--- src/rtl/ir_ppm_symbol_encoder_top_macros.svh ---
// Assertion helpers for the infrared PPM symbol encoder.
`ifndef IR_PPM_SYMBOL_ENCODER_TOP_MACROS_SVH
`define IR_PPM_SYMBOL_ENCODER_TOP_MACROS_SVH

// Same-cycle implication, checked while out of reset.
`define IRPPM_ASSERT_NOW(label, clk, rst_n, ante, cons, msg) \
    label: assert property (@(posedge clk) disable iff (!rst_n) (ante) |-> (cons)) \
        else $error(msg);

// Next-cycle implication, checked while out of reset.
`define IRPPM_ASSERT_NEXT(label, clk, rst_n, ante, cons, msg) \
    label: assert property (@(posedge clk) disable iff (!rst_n) (ante) |=> (cons)) \
        else $error(msg);

`endif

--- src/rtl/irppm_pkg.sv ---
`default_nettype none
package irppm_pkg;

    localparam logic [7:0] BURST4_US  = 8'd40;
    localparam logic [7:0] BURST16_US = 8'd21;
    localparam int unsigned CARRIER_NUM = 126;
    localparam int unsigned CARRIER_DEN = 100;
    localparam logic [5:0] CYC4  = 6'(int'(BURST4_US) * CARRIER_NUM / CARRIER_DEN);
    localparam logic [5:0] CYC16 = 6'(int'(BURST16_US) * CARRIER_NUM / CARRIER_DEN);

    // Segment index of the final gap of a byte.
    localparam logic [2:0] SEG_LAST4  = 3'd7;
    localparam logic [2:0] SEG_LAST16 = 3'd3;

    localparam int unsigned Q_DEPTH = 2;
    localparam int unsigned Q_AW    = (Q_DEPTH > 1) ? $clog2(Q_DEPTH) : 1;
    localparam int unsigned Q_CW    = $clog2(Q_DEPTH + 1);

    localparam logic [7:0] SPAN4 [4] = '{8'd61, 8'd122, 8'd244, 8'd183};
    localparam logic [7:0] SPAN16 [16] = '{
        8'd27,  8'd51,  8'd35,  8'd43,
        8'd147, 8'd123, 8'd139, 8'd131,
        8'd83,  8'd59,  8'd75,  8'd67,
        8'd91,  8'd115, 8'd99,  8'd107
    };

    typedef struct packed {
        logic [7:0] frame_byte;
        logic       last_in_frame;
    } t_in_item;

    typedef struct packed {
        logic       segment_is_burst;
        logic [7:0] seg_len_us;
        logic [5:0] carrier_cycles;
        logic       last_of_byte;
        logic       frame_done;
    } t_out_item;

    // One classified byte: mode captured at accept, gap length per symbol.
    typedef struct packed {
        logic            sixteen;
        logic            last_in_frame;
        logic [3:0][7:0] gaps;
    } t_entry;

    typedef struct packed {
        logic full;
        logic empty;
    } t_q_status;

    function automatic logic [7:0] gap4(input logic [1:0] sym);
        return SPAN4[sym] - BURST4_US;
    endfunction

    function automatic logic [7:0] gap16(input logic [3:0] sym);
        return SPAN16[sym] - BURST16_US;
    endfunction

endpackage
`default_nettype wire

--- src/rtl/irppm_front.sv ---
`default_nettype none
module irppm_front
    import irppm_pkg::*;
(
    input  wire logic      i_clk,
    input  wire logic      i_rst_n,
    input  wire logic      i_cfg_valid,
    input  wire logic      i_cfg_data,
    input  wire logic      i_in_valid,
    output logic           o_in_ready,
    input  wire t_in_item  i_in_data,
    input  wire logic      i_q_full,
    output logic           o_push,
    output t_entry         o_entry
);

    logic   r_mode;
    logic   r_valid;
    logic   n_valid;
    t_entry r_entry;
    t_entry n_entry;
    logic   accept;

    assign o_in_ready = !r_valid || !i_q_full;
    assign accept     = i_in_valid && o_in_ready;
    assign o_push     = r_valid && !i_q_full;
    assign o_entry    = r_entry;

    // Decode every symbol of the byte to its gap length.
    always_comb begin
        n_entry.sixteen       = r_mode;
        n_entry.last_in_frame = i_in_data.last_in_frame;
        for (int k = 0; k < 4; k++) begin
            n_entry.gaps[k] = gap4(i_in_data.frame_byte[2*k +: 2]);
        end
        if (r_mode) begin
            n_entry.gaps[0] = gap16(i_in_data.frame_byte[3:0]);
            n_entry.gaps[1] = gap16(i_in_data.frame_byte[7:4]);
            n_entry.gaps[2] = 8'd0;
            n_entry.gaps[3] = 8'd0;
        end
    end

    always_comb begin
        n_valid = r_valid;
        if (accept) begin
            n_valid = 1'b1;
        end else if (o_push) begin
            n_valid = 1'b0;
        end
    end

    always_ff @(posedge i_clk) begin
        if (!i_rst_n) begin
            r_mode  <= 1'b0;
            r_valid <= 1'b0;
        end else begin
            if (i_cfg_valid) begin
                r_mode <= i_cfg_data;
            end
            r_valid <= n_valid;
        end
    end

    always_ff @(posedge i_clk) begin
        if (accept) begin
            r_entry <= n_entry;
        end
    end

endmodule
`default_nettype wire

--- src/rtl/irppm_queue.sv ---
`default_nettype none
module irppm_queue
    import irppm_pkg::*;
(
    input  wire logic   i_clk,
    input  wire logic   i_rst_n,
    input  wire logic   i_push,
    input  wire t_entry i_entry,
    input  wire logic   i_pop,
    output t_entry      o_entry,
    output t_q_status   o_status
);

    t_entry            r_mem [Q_DEPTH];
    logic [Q_AW-1:0]   r_wr_ptr;
    logic [Q_AW-1:0]   r_rd_ptr;
    logic [Q_CW-1:0]   r_count;
    logic [Q_CW-1:0]   n_count;

    assign o_status.full  = (r_count == Q_CW'(Q_DEPTH));
    assign o_status.empty = (r_count == '0);
    assign o_entry        = r_mem[r_rd_ptr];

    always_comb begin
        n_count = r_count;
        if (i_push && !i_pop) begin
            n_count = r_count + 1'b1;
        end else if (i_pop && !i_push) begin
            n_count = r_count - 1'b1;
        end
    end

    always_ff @(posedge i_clk) begin
        if (!i_rst_n) begin
            r_wr_ptr <= '0;
            r_rd_ptr <= '0;
            r_count  <= '0;
        end else begin
            if (i_push) begin
                r_wr_ptr <= (r_wr_ptr == Q_AW'(Q_DEPTH - 1)) ? '0 : r_wr_ptr + 1'b1;
            end
            if (i_pop) begin
                r_rd_ptr <= (r_rd_ptr == Q_AW'(Q_DEPTH - 1)) ? '0 : r_rd_ptr + 1'b1;
            end
            r_count <= n_count;
        end
    end

    always_ff @(posedge i_clk) begin
        if (i_push) begin
            r_mem[r_wr_ptr] <= i_entry;
        end
    end

endmodule
`default_nettype wire

--- src/rtl/irppm_back.sv ---
`default_nettype none
module irppm_back
    import irppm_pkg::*;
(
    input  wire logic      i_clk,
    input  wire logic      i_rst_n,
    input  wire t_q_status i_q_status,
    input  wire t_entry    i_entry,
    output logic           o_pop,
    output logic           o_out_valid,
    input  wire logic      i_out_ready,
    output t_out_item      o_out_data
);

    logic [2:0] r_seg;
    logic [2:0] n_seg;
    logic       r_out_valid;
    logic       n_out_valid;
    t_out_item  r_out;
    t_out_item  n_out;
    logic       load;
    logic       is_last;
    logic       burst;

    assign load    = !i_q_status.empty && (!r_out_valid || i_out_ready);
    assign is_last = (r_seg == (i_entry.sixteen ? SEG_LAST16 : SEG_LAST4));
    assign burst   = !r_seg[0];
    assign o_pop   = load && is_last;

    assign o_out_valid = r_out_valid;
    assign o_out_data  = r_out;

    // Even segments are bursts, odd segments the gap of symbol r_seg/2.
    always_comb begin
        n_out.segment_is_burst = burst;
        if (burst) begin
            n_out.seg_len_us     = i_entry.sixteen ? BURST16_US : BURST4_US;
            n_out.carrier_cycles = i_entry.sixteen ? CYC16 : CYC4;
        end else begin
            n_out.seg_len_us     = i_entry.gaps[r_seg[2:1]];
            n_out.carrier_cycles = 6'd0;
        end
        n_out.last_of_byte = is_last;
        n_out.frame_done   = is_last && i_entry.last_in_frame;
    end

    always_comb begin
        n_seg = r_seg;
        if (load) begin
            n_seg = is_last ? 3'd0 : r_seg + 3'd1;
        end
        n_out_valid = r_out_valid;
        if (load) begin
            n_out_valid = 1'b1;
        end else if (i_out_ready) begin
            n_out_valid = 1'b0;
        end
    end

    always_ff @(posedge i_clk) begin
        if (!i_rst_n) begin
            r_seg       <= 3'd0;
            r_out_valid <= 1'b0;
        end else begin
            r_seg       <= n_seg;
            r_out_valid <= n_out_valid;
        end
    end

    always_ff @(posedge i_clk) begin
        if (load) begin
            r_out <= n_out;
        end
    end

endmodule
`default_nettype wire

--- src/rtl/ir_ppm_symbol_encoder_top.sv ---
`default_nettype none
// Infrared pulse-position symbol encoder. Each input transaction carries one
// frame byte; it is split into four 2-bit symbols (mode 0) or two nibble
// symbols (mode 1), least significant first, and each symbol leaves as two
// output transactions: a carrier burst (40 us / 50 carrier periods, or 21 us /
// 26 periods) followed by a silent gap of the symbol's table span minus the
// burst. The final gap of a byte flags last_of_byte, and frame_done too when
// the byte was marked last_in_frame. A front stage decodes the byte into gap
// lengths, a two-entry queue holds decoded bytes, and a back sequencer emits
// one segment per cycle into an output register, stalling while the queue is
// empty or the output port is not ready. A byte is thus eight segments in
// four-level mode and four in sixteen-level mode; the front accepts a new
// byte every cycle while the queue has room. The first segment of a byte
// passes through the front register, a queue entry and the output register.
// The mode register is written through the cfg port (always ready) and
// applies to bytes accepted after the write; write it only while idle.
`include "ir_ppm_symbol_encoder_top_macros.svh"
module ir_ppm_symbol_encoder_top
    import irppm_pkg::*;
(
    input  wire logic      i_clk,
    input  wire logic      i_rst_n,
    input  wire logic      i_cfg_valid,
    output logic           o_cfg_ready,
    input  wire logic      i_cfg_data,
    input  wire logic      i_in_valid,
    output logic           o_in_ready,
    input  wire t_in_item  i_in_data,
    output logic           o_out_valid,
    input  wire logic      i_out_ready,
    output t_out_item      o_out_data
);

    logic      push;
    logic      pop;
    t_entry    front_entry;
    t_entry    queue_entry;
    t_q_status q_status;

    // Config writes never stall.
    assign o_cfg_ready = 1'b1;

    irppm_front u_front (
        .i_clk       (i_clk),
        .i_rst_n     (i_rst_n),
        .i_cfg_valid (i_cfg_valid),
        .i_cfg_data  (i_cfg_data),
        .i_in_valid  (i_in_valid),
        .o_in_ready  (o_in_ready),
        .i_in_data   (i_in_data),
        .i_q_full    (q_status.full),
        .o_push      (push),
        .o_entry     (front_entry)
    );

    irppm_queue u_queue (
        .i_clk    (i_clk),
        .i_rst_n  (i_rst_n),
        .i_push   (push),
        .i_entry  (front_entry),
        .i_pop    (pop),
        .o_entry  (queue_entry),
        .o_status (q_status)
    );

    irppm_back u_back (
        .i_clk       (i_clk),
        .i_rst_n     (i_rst_n),
        .i_q_status  (q_status),
        .i_entry     (queue_entry),
        .o_pop       (pop),
        .o_out_valid (o_out_valid),
        .i_out_ready (i_out_ready),
        .o_out_data  (o_out_data)
    );

    // The queue must never be written while full or read while empty.
    `IRPPM_ASSERT_NOW(a_no_push_full, i_clk, i_rst_n, push, !q_status.full, "push while queue full")
    `IRPPM_ASSERT_NOW(a_no_pop_empty, i_clk, i_rst_n, pop, !q_status.empty, "pop while queue empty")
    // A byte always closes on a gap, and frame end only on that gap.
    `IRPPM_ASSERT_NOW(a_last_is_gap, i_clk, i_rst_n, o_out_valid && o_out_data.last_of_byte, !o_out_data.segment_is_burst, "byte closed on a burst")
    // Popping a byte loads its closing segment into the output register.
    `IRPPM_ASSERT_NEXT(a_pop_emits_last, i_clk, i_rst_n, pop, o_out_valid && o_out_data.last_of_byte, "pop without closing segment")

endmodule
`default_nettype wire
--- config.mk ---
export PLATFORM = sky130hd
export DESIGN_NAME = ir_ppm_symbol_encoder_top
export DESIGN_NICKNAME = d
export VERILOG_FILES = /design/src/rtl/irppm_pkg.sv /design/src/rtl/irppm_front.sv /design/src/rtl/irppm_queue.sv /design/src/rtl/irppm_back.sv /design/src/rtl/ir_ppm_symbol_encoder_top.sv
export VERILOG_INCLUDE_DIRS = /design/src /design/src/rtl
export SDC_FILE = /design/constraint.sdc
export NUM_CORES = 1
export LEC_CHECK = 0
export BUFFER_PORTS_ARGS = -buffer_cell sky130_fd_sc_hd__clkbuf_2
export CORE_UTILIZATION = 50
export DETAILED_ROUTE_END_ITERATION = 10
export PLACE_DENSITY_LB_ADDON = 0.12
export SETUP_SLACK_MARGIN = 0.3
export SLEW_MARGIN = 40
export SYNTH_ARGS = -nofsm -noshare
export SYNTH_HDL_FRONTEND = slang
export SYNTH_SLANG_ARGS = --single-unit
--- constraint.sdc ---
create_clock -name i_clk -period 2.1 [get_ports i_clk]
set_input_delay 0.42 -clock i_clk [delete_from_list [all_inputs] [get_ports i_clk]]
set_output_delay 0.42 -clock i_clk [all_outputs]
set_load 0.02 [all_outputs]
==> flow_metrics.tcl, run 1 <==
set metrics [dict create \
    crit_chain "mux2i_4 > xnor2_2 > and2_4 > nand2_2 > ha_4 > xor2_1 > or3_1 > a21oi_2" \
    p_int_mw 4.54 \
    drt-met1-wl_um 3460 \
    crit_fanout 3 \
    synth-edff-count 104 \
    drive_gt1_share_pct 28.2 \
    dr.pass1.iters 4 \
    synthCells 297 \
    synth_flop_cell "edfxtp_1" \
    max_freq_ghz 0.551 \
    netSwitchingFraction_pct 22.0 \
    wl_met3_um 354 \
    start_kind "register" \
    clock-root-buffer "clkbuf_8" \
    drc 0 \
    fillers 649 \
    period_needed_ns 1.82 \
    die-area_mm2 0.00971 \
    wl_per_cell_um 16.6 \
    cp.arrival_ns 2.25 \
    rsz0062_at_grt "true" \
    ant_nets 0 \
    grt_pass1_wl_um 13000 \
    layout_commonest_cell "edfxtp_1" \
    ys_seq_area_share_pct 71.7 \
    finClkSkew_ns 0.00737 \
    final_cell_mix "104 x edfxtp_1, 31 x clkbuf_2, 23 x nor2_1" \
    cts_buffers 17 \
    setup_violations 0 \
    ys_types 47 \
    path_clk_slew_ns 0.05 \
    min_path_type "in -> reg" \
    syn_avg_cell_area_um2 15.7 \
    vias 2533 \
    insertion_delay_ns 0.51 \
    drv_cap 0 \
    critPathMaxStageDelay_ns 0.37 \
    cp-end-kind "register" \
    top_layer "met4" \
    io_pins 35 \
    crit_slowest_cell "dfxtp_4" \
    slew_viol_final 0 \
    cts_tree "done" \
    grt_antenna_before_repair 0 \
    area_delta_synth_final_pct 19.7 \
    power.share.clock_pct 44.2 \
    cts_buffer_depth 2 \
    final_nets 371 \
    place.gp.congestion 0.871 \
    ys_seq_elements 115 \
    criticalPathCategory "reg -> reg" \
    p_per_area_mw_per_mm2 1040 \
    core_mm2 0.00889 \
    die_w_um 98.6 \
    synthArstFlopShare_pct 0 \
    placed_area_mm2 0.00499 \
    grt_pass1_vias 2594 \
    p_sw_mw 1.28 \
    via_per_inst 5.39 \
    cts_htree_levels 4 \
    grt_usage_pct 18.1 \
    grt_overflow_total 0 \
    p_leak_nw 2.02 \
    cts_hold_buf 0 \
    hpwl_um 5140 \
    wl_um 7800 \
    r2r_slack_ns 0.28 \
    hold_viol 0 \
    grt_start_max_net_pins 31 \
    sequentialPowerShare_pct 47.4 \
    syn-cell-area_mm2 0.00466 \
    status "complete, no violations" \
    start_util_pct 52.4 \
    wl_met2_um 3820 \
    drt_iter0_markers 95 \
    final_cell_area_mm2 0.00558 \
    rows 34 \
    combPwrFrac_pct 8.5 \
    finalCritPeriodShare_pct 86.5 \
    die_y_um 98.6 \
    cts.sinks 115 \
    n_antenna_cell 0 \
    cp.required_ns 2.53 \
    portBuffers 31 \
    peakVddDrop_v 0.000521 \
    setup_tns_ns 0 \
    yosys_warnings 0 \
]
-- critical path: cells and delay by family (launching register included) --
kind | cells | cell delay [ns]
DFF | 1 | 0.37
and+or+nand+nor | 3 | 0.55
xor gates and xnor gates | 2 | 0.29
muxes | 1 | 0.26
adders and majority gates | 1 | 0.15
AOI/OAI and AO/OA | 1 | 0.12
-- metal layers --
| metal | global-route usage, % | vias to the layer above |
|---|---|---|
| li1 | - | 1218 |
| met1 | 22.5 | 1237 |
| met2 | 29.6 | 64 |
| met3 | 5.04 | 14 |
| met4 | 8.73 | 0 |
| met5 | 0 | - |
-- stage by stage --
| stage | util (%) | hold WS (ns) | setup slack [ns] | power, mW | std cells |
|---|---|---|---|---|---|
| after CTS | 62.5 | 0.0775 | 0.298 | 5.87 | 468 |
| final | 62.8 | 0.0955 | 0.284 | 5.83 | 470 |
| after floorplan | - | 0.406 | 0.242 | 3.13 | 298 |
| after global routing | 62.8 | 0.0713 | 0.191 | 6.06 | 470 |
| after detailed placement | 56.2 | 0.431 | 0.0815 | 3.29 | 433 |
| after global placement | 56.2 | 0.422 | 0.138 | 3.28 | 433 |
-- cell families after synthesis --
family	after synthesis	share of synthesized area (%)
compound gates	42	5.69
other cells	2	0.161
simple gates	71	7.43
xor+xnor	9	1.69
flops	115	71.7
buf+inv	26	3.17
mux	25	8.27
fa+ha+maj	7	1.88
-- power groups by stage --
stage          sequential (mW)  clock (mW)  combinational (mW)
2_1_floorplan             2.83           0               0.295
3_3_place_gp              2.80           0               0.479
3_5_place_dp              2.81           0               0.486
4_1_cts                   2.76        2.62               0.492
5_1_grt                   2.78        2.74               0.544
6_report                  2.76        2.57               0.493
-- state kept, by name, summed over array words and instances (netlist names), 2 cells and up, named ones only --
name / flops
u_queue.r_mem: 60
u_front.o_entry: 30
u_back.o_out_data: 14
u_back.r_seg: 3
u_queue.r_count: 2
-- timing repair --
item,in CTS,in global routing
gates cloned,0,0
setup endpoints to repair,1,3
pin swaps,2,1
buffers inserted,3,2
resized for setup,1,3
-- worst paths after layout --
path / from / to / depth (start not counted)
worst max-delay path: register / u_queue.r_count[1] / 8
worst min-delay path: i_in_data[0] / u_front.o_entry[32] / 1
worst max register to register: register / u_queue.r_count[1] / 8
worst min register to register: u_front.o_entry[32] / u_queue.r_mem[0][32] / 0
-- cell usage after synthesis, types with 6 or more instances --
library cell | instances | area share, %
mux2i_1 | 10 | 2.1
xnor2_1 | 6 | 1.1
a21oi_1 | 17 | 1.8
dfxtp_1 | 11 | 4.7
edfxtp_1 | 104 | 67
nand2_1 | 16 | 1.3
ha_1 | 7 | 1.9
a31oi_1 | 6 | 0.81
nor2_1 | 24 | 1.9
inv_1 | 11 | 0.89
nor2b_1 | 10 | 1.3
-- cell type report --
class	count	area (um2)	area share, %
multi-input combinational	157	1240	22.3
timing repair buffer	46	268	4.80
clock buffer	19	422	7.56
sequential	115	3350	60.0
inverter	12	45.0	0.807
tap	108	135	2.42
clock inverter	13	118	2.11
Note: power is estimated with default switching activity, not from simulation.
==> run 2, diff against run 1 <==
--- a/config.mk
+++ b/config.mk
@@ -6,8 +6,11 @@
 export SDC_FILE = /design/constraint.sdc
 export NUM_CORES = 1
 export LEC_CHECK = 0
+export ABC_AREA = 1
 export BUFFER_PORTS_ARGS = -buffer_cell sky130_fd_sc_hd__clkbuf_2
-export CORE_UTILIZATION = 50
+export CELL_PAD_IN_SITES_DETAIL_PLACEMENT = 0
+export CELL_PAD_IN_SITES_GLOBAL_PLACEMENT = 1
+export CORE_UTILIZATION = 43
 export DETAILED_ROUTE_END_ITERATION = 10
 export PLACE_DENSITY_LB_ADDON = 0.12
 export SETUP_SLACK_MARGIN = 0.3
==> run 2 against run 1 <==
Compared with the run above:
- maximum frequency is 5.8% higher
- clock skew is 0.0046 ns higher
- global-route usage is 1.7 points lower
- synthesized area is 1.0% lower
- final area is 0.27% higher
- non-clock buffer count is 3 lower
- first-iteration DRC count is 55% higher
- critical path depth is 5 lower
- sequential power hardly changed
- combinational power is 9.1% higher
- clock-buffer cell count is 1 lower
- largest cell class unchanged
==> flow_metrics.tcl, run 2 <==
set metrics [dict create \
    synth-edff-count 104 \
    min_from "i_in_data[0]" \
    final_nets 453 \
    finClkSkew_ns 0.0120 \
    n_antenna_cell 0 \
    cts_tree "done" \
    ys_seq_elements 115 \
    synth_area_leader_cell "edfxtp_1" \
    syn_avg_cell_area_um2 12.0 \
    via_per_inst 4.90 \
    grt_overflow_total 0 \
    synth_top_area_share_pct 67.7 \
    die_w_um 106 \
    period_needed_ns 1.72 \
    p_per_area_mw_per_mm2 1090 \
    synth_common_cells "104 x edfxtp_1, 59 x nor2_1, 54 x nand2_1, 33 x inv_1, 33 x o21ai_0" \
    peakVddDrop_v 0.000488 \
    grt_usage_pct 16.4 \
    grt_pass1_wl_um 13500 \
    cts_buffer_depth 2 \
    cts_hold_buf 0 \
    hpwl_um 5550 \
    cp-end-kind "output pin" \
    cp.required_ns 1.68 \
    wl_um 8500 \
    finalNonFillerCells 580 \
    whs_endpoint "u_front.o_entry[32]" \
    r2r_start "u_queue.r_count[1]" \
    ys_seq_area_share_pct 72.5 \
    drive_gt1_share_pct 19.1 \
    portBuffers 31 \
    status "complete, no violations" \
    yosys_warnings 0 \
    synthCells 383 \
    place.gp.congestion 0.796 \
    rows 37 \
    cp.arrival_ns 1.30 \
    rsz0062_at_grt "false" \
    area_delta_synth_final_pct 21.3 \
    reg2reg_to "u_queue.r_count[1]" \
    vias 2843 \
    io_pins 35 \
    die_y_um 106 \
    clock-root-buffer "clkbuf_8" \
    total_power_mw 6.10 \
    path_clk_slew_ns 0.05 \
    setup_tns_ns 0 \
    largest_reg_flops 60 \
    dr.pass1.iters 5 \
    crit_fanout 5 \
    start_util_pct 44.5 \
    whs_ns 0.0998 \
    register_area_mm2 0.00335 \
    die-area_mm2 0.0111 \
    criticalPathCategory "reg -> out" \
    hold_viol 0 \
    placed_cells 546 \
    ant_nets 0 \
    r2r_cells 8 \
    syn-cell-area_mm2 0.00461 \
    synth_flop_cell "edfxtp_1" \
    p_leak_nw 2.16 \
    layout_commonest_cell "edfxtp_1" \
    slew_viol_final 0 \
    drc 0 \
    grt_antenna_before_repair 0 \
    finalCritPeriodShare_pct 81.7 \
    drv_cap 0 \
    start_kind "register" \
    min_path_type "in -> reg" \
    synthArstFlopShare_pct 0 \
    max_freq_ghz 0.583 \
    final_cell_mix "104 x edfxtp_1, 57 x nor2_1, 53 x nand2_1" \
    drt_iter0_markers 147 \
    wl_per_cell_um 14.7 \
    insertion_delay_ns 0.50 \
    synthTopCellsByArea "edfxtp_1 68%, nor2_1 4.8%, dfxtp_1 4.8%" \
    fillers 893 \
    synth_most_common_cell "edfxtp_1" \
    r2r_slack_ns 0.47 \
    regMostFlops "u_queue.r_mem" \
    grt_pass1_vias 2682 \
    cts_buffers 17 \
    hold-path-cell-count 1 \
    multi_input_area_mm2 0.00109 \
    ys_types 27 \
    core_mm2 0.0104 \
    setup_violations 0 \
    grt_start_max_net_pins 31 \
    cts.sinks 115 \
    cts_htree_levels 4 \
]
-- run 2: cell types whose count changed after synthesis, sizes merged, moves of 6 or more --
| cell | delta |
|---|---|
| nor2 | +35 |
| a31oi | -6 |
| inv | +25 |
| nand3 | +19 |
| mux2 | -7 |
| mux4 | -7 |
| nand2 | +40 |
| mux2i | -11 |
| o21ai | +37 |
| nor2b | -10 |
| o22ai | +10 |
-- run 2: power breakdown --
part	total (mW)	internal, mW	leakage, nW	switching [mW]
Combinational	0.538	0.172	0.816	0.366
Clock	2.81	1.89	0.280	0.920
Sequential	2.75	2.69	1.06	0.0544
-- run 2: per-layer routing --
| metal | wire length (um) | part of all wire (%) | GRT usage [%] |
|---|---|---|---|
| met3 | 279 | 3.3 | 5.01 |
| met5 | 0 | 0 | 0 |
| met2 | 4150 | 49 | 26.9 |
| met4 | 46 | 0.54 | 4.76 |
| met1 | 4020 | 47 | 21.0 |
-- run 2: worst max path at each step --
stage,start,end,cells after the start
floorplan,i_in_data[6],u_front.o_entry[15],10
global placement,i_in_data[6],u_front.o_entry[15],11
detailed placement,i_in_data[6],u_front.o_entry[15],11
CTS,register,u_queue.r_count[1],12
global route,u_queue.r_mem[1][33],u_queue.r_count[1],11
finish,u_queue.r_count[0],o_in_ready,3
-- run 2: critical path: stages (launching register included) --
cell      delay (ns)
dfxtp_1         0.33
inv_1           0.15
nand3_1         0.14
clkbuf_2        0.18
-- run 2: per-stage QoR --
| stage | instance area (um2) | setup slack [ns] | utilization (%) |
|---|---|---|---|
| global route | 5600 | 0.303 | 54.0 |
| detailed placement | 4960 | 0.130 | 47.9 |
| finish | 5600 | 0.384 | 54.0 |
| global placement | 4960 | 0.177 | 47.9 |
| CTS | 5560 | 0.323 | 53.6 |
| floorplan | 4640 | 0.316 | - |
-- run 2: cells by family (layout without fill, tap and decap cells) --
| group | count (synthesis) | in the layout | share of synthesized area, % |
|---|---|---|---|
| AO/OA/AOI/OAI | 66 | 66 | 7.67 |
| AND/OR/NAND/NOR | 140 | 140 | 12.4 |
| XOR/XNOR | 2 | 2 | 0.380 |
| other | 2 | 3 | 0.163 |
| flip-flops | 115 | 115 | 72.5 |
| buffers and inverters | 51 | 111 | 5.04 |
| adder cells (fa/ha/maj) | 7 | 7 | 1.90 |
-- run 2: cell type report --
class | count | area share, %
clock buffer | 18 | 7.47
clock inverter | 14 | 3.00
inverter | 36 | 2.42
multi-input combinational | 218 | 19.4
sequential | 115 | 59.8
tap | 136 | 3.04
timing repair buffer | 43 | 4.83
-- run 2: what timing repair did --
item / 4_1_cts / 5_1_grt
setup endpoints to repair: 1 / 1
gates resized for setup: 2 / 7
pin swaps: 0 / 3
setup buffers: 1 / 1
==> run 3, diff against run 2 <==
--- a/config.mk
+++ b/config.mk
@@ -10,7 +10,7 @@
 export BUFFER_PORTS_ARGS = -buffer_cell sky130_fd_sc_hd__clkbuf_2
 export CELL_PAD_IN_SITES_DETAIL_PLACEMENT = 0
 export CELL_PAD_IN_SITES_GLOBAL_PLACEMENT = 1
-export CORE_UTILIZATION = 43
+export CORE_UTILIZATION = 48
 export DETAILED_ROUTE_END_ITERATION = 10
 export PLACE_DENSITY_LB_ADDON = 0.12
 export SETUP_SLACK_MARGIN = 0.3
==> constraint.sdc (replaced) <==
create_clock -name i_clk -period 1.8 [get_ports i_clk]
set_input_delay 0.36 -clock i_clk [delete_from_list [all_inputs] [get_ports i_clk]]
set_output_delay 0.36 -clock i_clk [all_outputs]
set_load 0.02 [all_outputs]
==> run 3 against run 2 <==
Compared with the run above:
- non-clock buffer count increased by 15
- critical endpoint is now u_queue.r_count[1]
- critical path depth increased by 9
- clock-buffer cell count grew 1
- via count up 2.1%
- core utilization is 8.5 points higher
- combinational power grew 26%
- critical path type is now reg -> reg
- die area fell by 10%
==> flow_metrics.tcl, run 3 (same netlist as run 2, synthesis figures left out) <==
set metrics [dict create \
    cts_tree "done" \
    place.gp.congestion 0.757 \
    max_freq_ghz 0.647 \
    io_pins 35 \
    cp.required_ns 2.19 \
    drt_iter0_markers 202 \
    total_power_mw 7.17 \
    finClkSkew_ns 0.00964 \
    cp.arrival_ns 1.93 \
    cts_htree_levels 4 \
    wl_per_cell_um 14.3 \
    fin_ws_ns 0.255 \
    pre_cts_ws_ns -0.103 \
    n_antenna_cell 0 \
    setup_violations 0 \
    area_delta_synth_final_pct 25.7 \
    p_per_area_mw_per_mm2 1240 \
    cts.sinks 115 \
    start_kind "register" \
    grt_usage_pct 18.8 \
    portBuffers 31 \
    core_mm2 0.00928 \
    cts_buffer_depth 2 \
    grt_start_max_net_pins 31 \
    peakVddDrop_v 0.000809 \
    cp-end-kind "register" \
    rsz0062_at_grt "true" \
    layout_commonest_cell "edfxtp_1" \
    final_nets 468 \
    die_y_um 100 \
    cpMostUsedCell "nand2_2" \
    endpoint "u_queue.r_count[1]" \
    regMostFlops "u_queue.r_mem" \
    whs_ns 0.0341 \
    die_w_um 100 \
    insertion_delay_ns 0.50 \
    rows 35 \
    grt_pass1_wl_um 13800 \
    wl_um 8400 \
    start_util_pct 49.7 \
    cts_hold_buf 0 \
    largest_reg_flops 60 \
    via_per_inst 4.94 \
    r2r_cells 12 \
    dr.pass1.iters 4 \
    grt_overflow_total 0 \
    clock-root-buffer "clkbuf_8" \
    drc 0 \
    criticalPathCategory "reg -> reg" \
    reg2reg_to "u_queue.r_count[1]" \
    drive_gt1_share_pct 26.8 \
    status "complete, no violations" \
    slew_viol_final 0 \
    p_leak_nw 2.24 \
    crit_chain "inv_2 > nand2_2 > nand2_2 > nand2_2 > nand3_4 > nor2_4 > inv_2 > ha_4 > a21oi_2 > o21ai_1 > o21ai_1 > a21oi_1" \
    vias 2903 \
    hold_viol 0 \
    die-area_mm2 0.0100 \
    grt_pass1_vias 2794 \
    critPathMaxStageDelay_ns 0.36 \
    drv_cap 0 \
    crit_slowest_cell "dfxtp_4" \
    ant_nets 0 \
    cts_buffers 17 \
    crit_fanout 3 \
    grt_antenna_before_repair 0 \
    r2r_slack_ns 0.25 \
    final_cell_mix "104 x edfxtp_1, 57 x nor2_1, 50 x nand2_1" \
    hpwl_um 5410 \
    finalCritPeriodShare_pct 85.9 \
    min_path_type "in -> reg" \
    path_clk_slew_ns 0.05 \
    period_needed_ns 1.55 \
    utilization_pct 62.5 \
]
-- run 3: cell count changes in the layout (fill, tap and decap cells not counted), moves of 3 or more --
cell	delta
buf_4	+15
dfxtp_1	-4
inv_2	+5
o21ai_1	+3
nand2_2	+3
inv_1	-8
nand3_1	-3
ha_1	-4
dfxtp_2	+4
nand2_1	-3
-- run 3: report_power, final --
part           total [mW]  switching, mW  internal, mW
logic               0.677          0.430         0.247
registers            3.22         0.0755          3.14
clock network        3.28           1.06          2.21
total                7.17           1.57          5.60
-- run 3: worst min-delay path by stage --
stage,from,to,cells past startpoint
floorplan,u_front.o_entry[0],u_queue.r_mem[0][0],0
global placement,u_front.o_entry[22],u_queue.r_mem[1][22],0
detailed placement,u_front.o_entry[3],u_queue.r_mem[0][3],0
CTS,i_in_data[0],u_front.o_entry[32],1
global route,i_in_data[0],u_front.o_entry[32],1
finish,i_in_data[0],u_front.o_entry[32],1
-- run 3: through the flow --
stage                     std cells  TNS [ns]  instance area [um2]
final                           588         0                 5800
after global routing            588         0                 5800
after CTS                       586         0                 5760
after detailed placement        547    -0.184                 5060
after global placement          547    -0.147                 5060
after floorplan                 384         0                 4700
-- run 3: routing by layer --
| metal | GRT usage [%] | wire length, um |
|---|---|---|
| met5 | 0 | 0 |
| met2 | 29.4 | 4080 |
| met4 | 8.03 | 93 |
| met1 | 25.3 | 3820 |
| met3 | 4.81 | 415 |
-- run 3: timing repair --
| action | CTS | global route |
|---|---|---|
| pin swaps | 5 | 1 |
| setup buffers | 7 | 2 |
| setup endpoints to repair | 3 | 8 |
| resized for setup | 16 | 7 |
-- run 3: cell type report --
cell class,count,area (um2)
clock buffers,19,422
clock inverters,13,165
fillers,749,3490
inverters,36,145
multi-input cells,218,1160
flip-flops and latches,115,3350
well taps,129,161
repair buffers,58,388
-- run 3: worst max-delay path: cells and delay by family, from the launching register on --
family / cells / cell delay, ns
AND/OR/NAND/NOR: 5 / 0.42
adder cells (fa/ha/maj): 1 / 0.21
buffers and inverters: 2 / 0.09
flip-flops: 1 / 0.36
AO/OA/AOI/OAI: 4 / 0.35
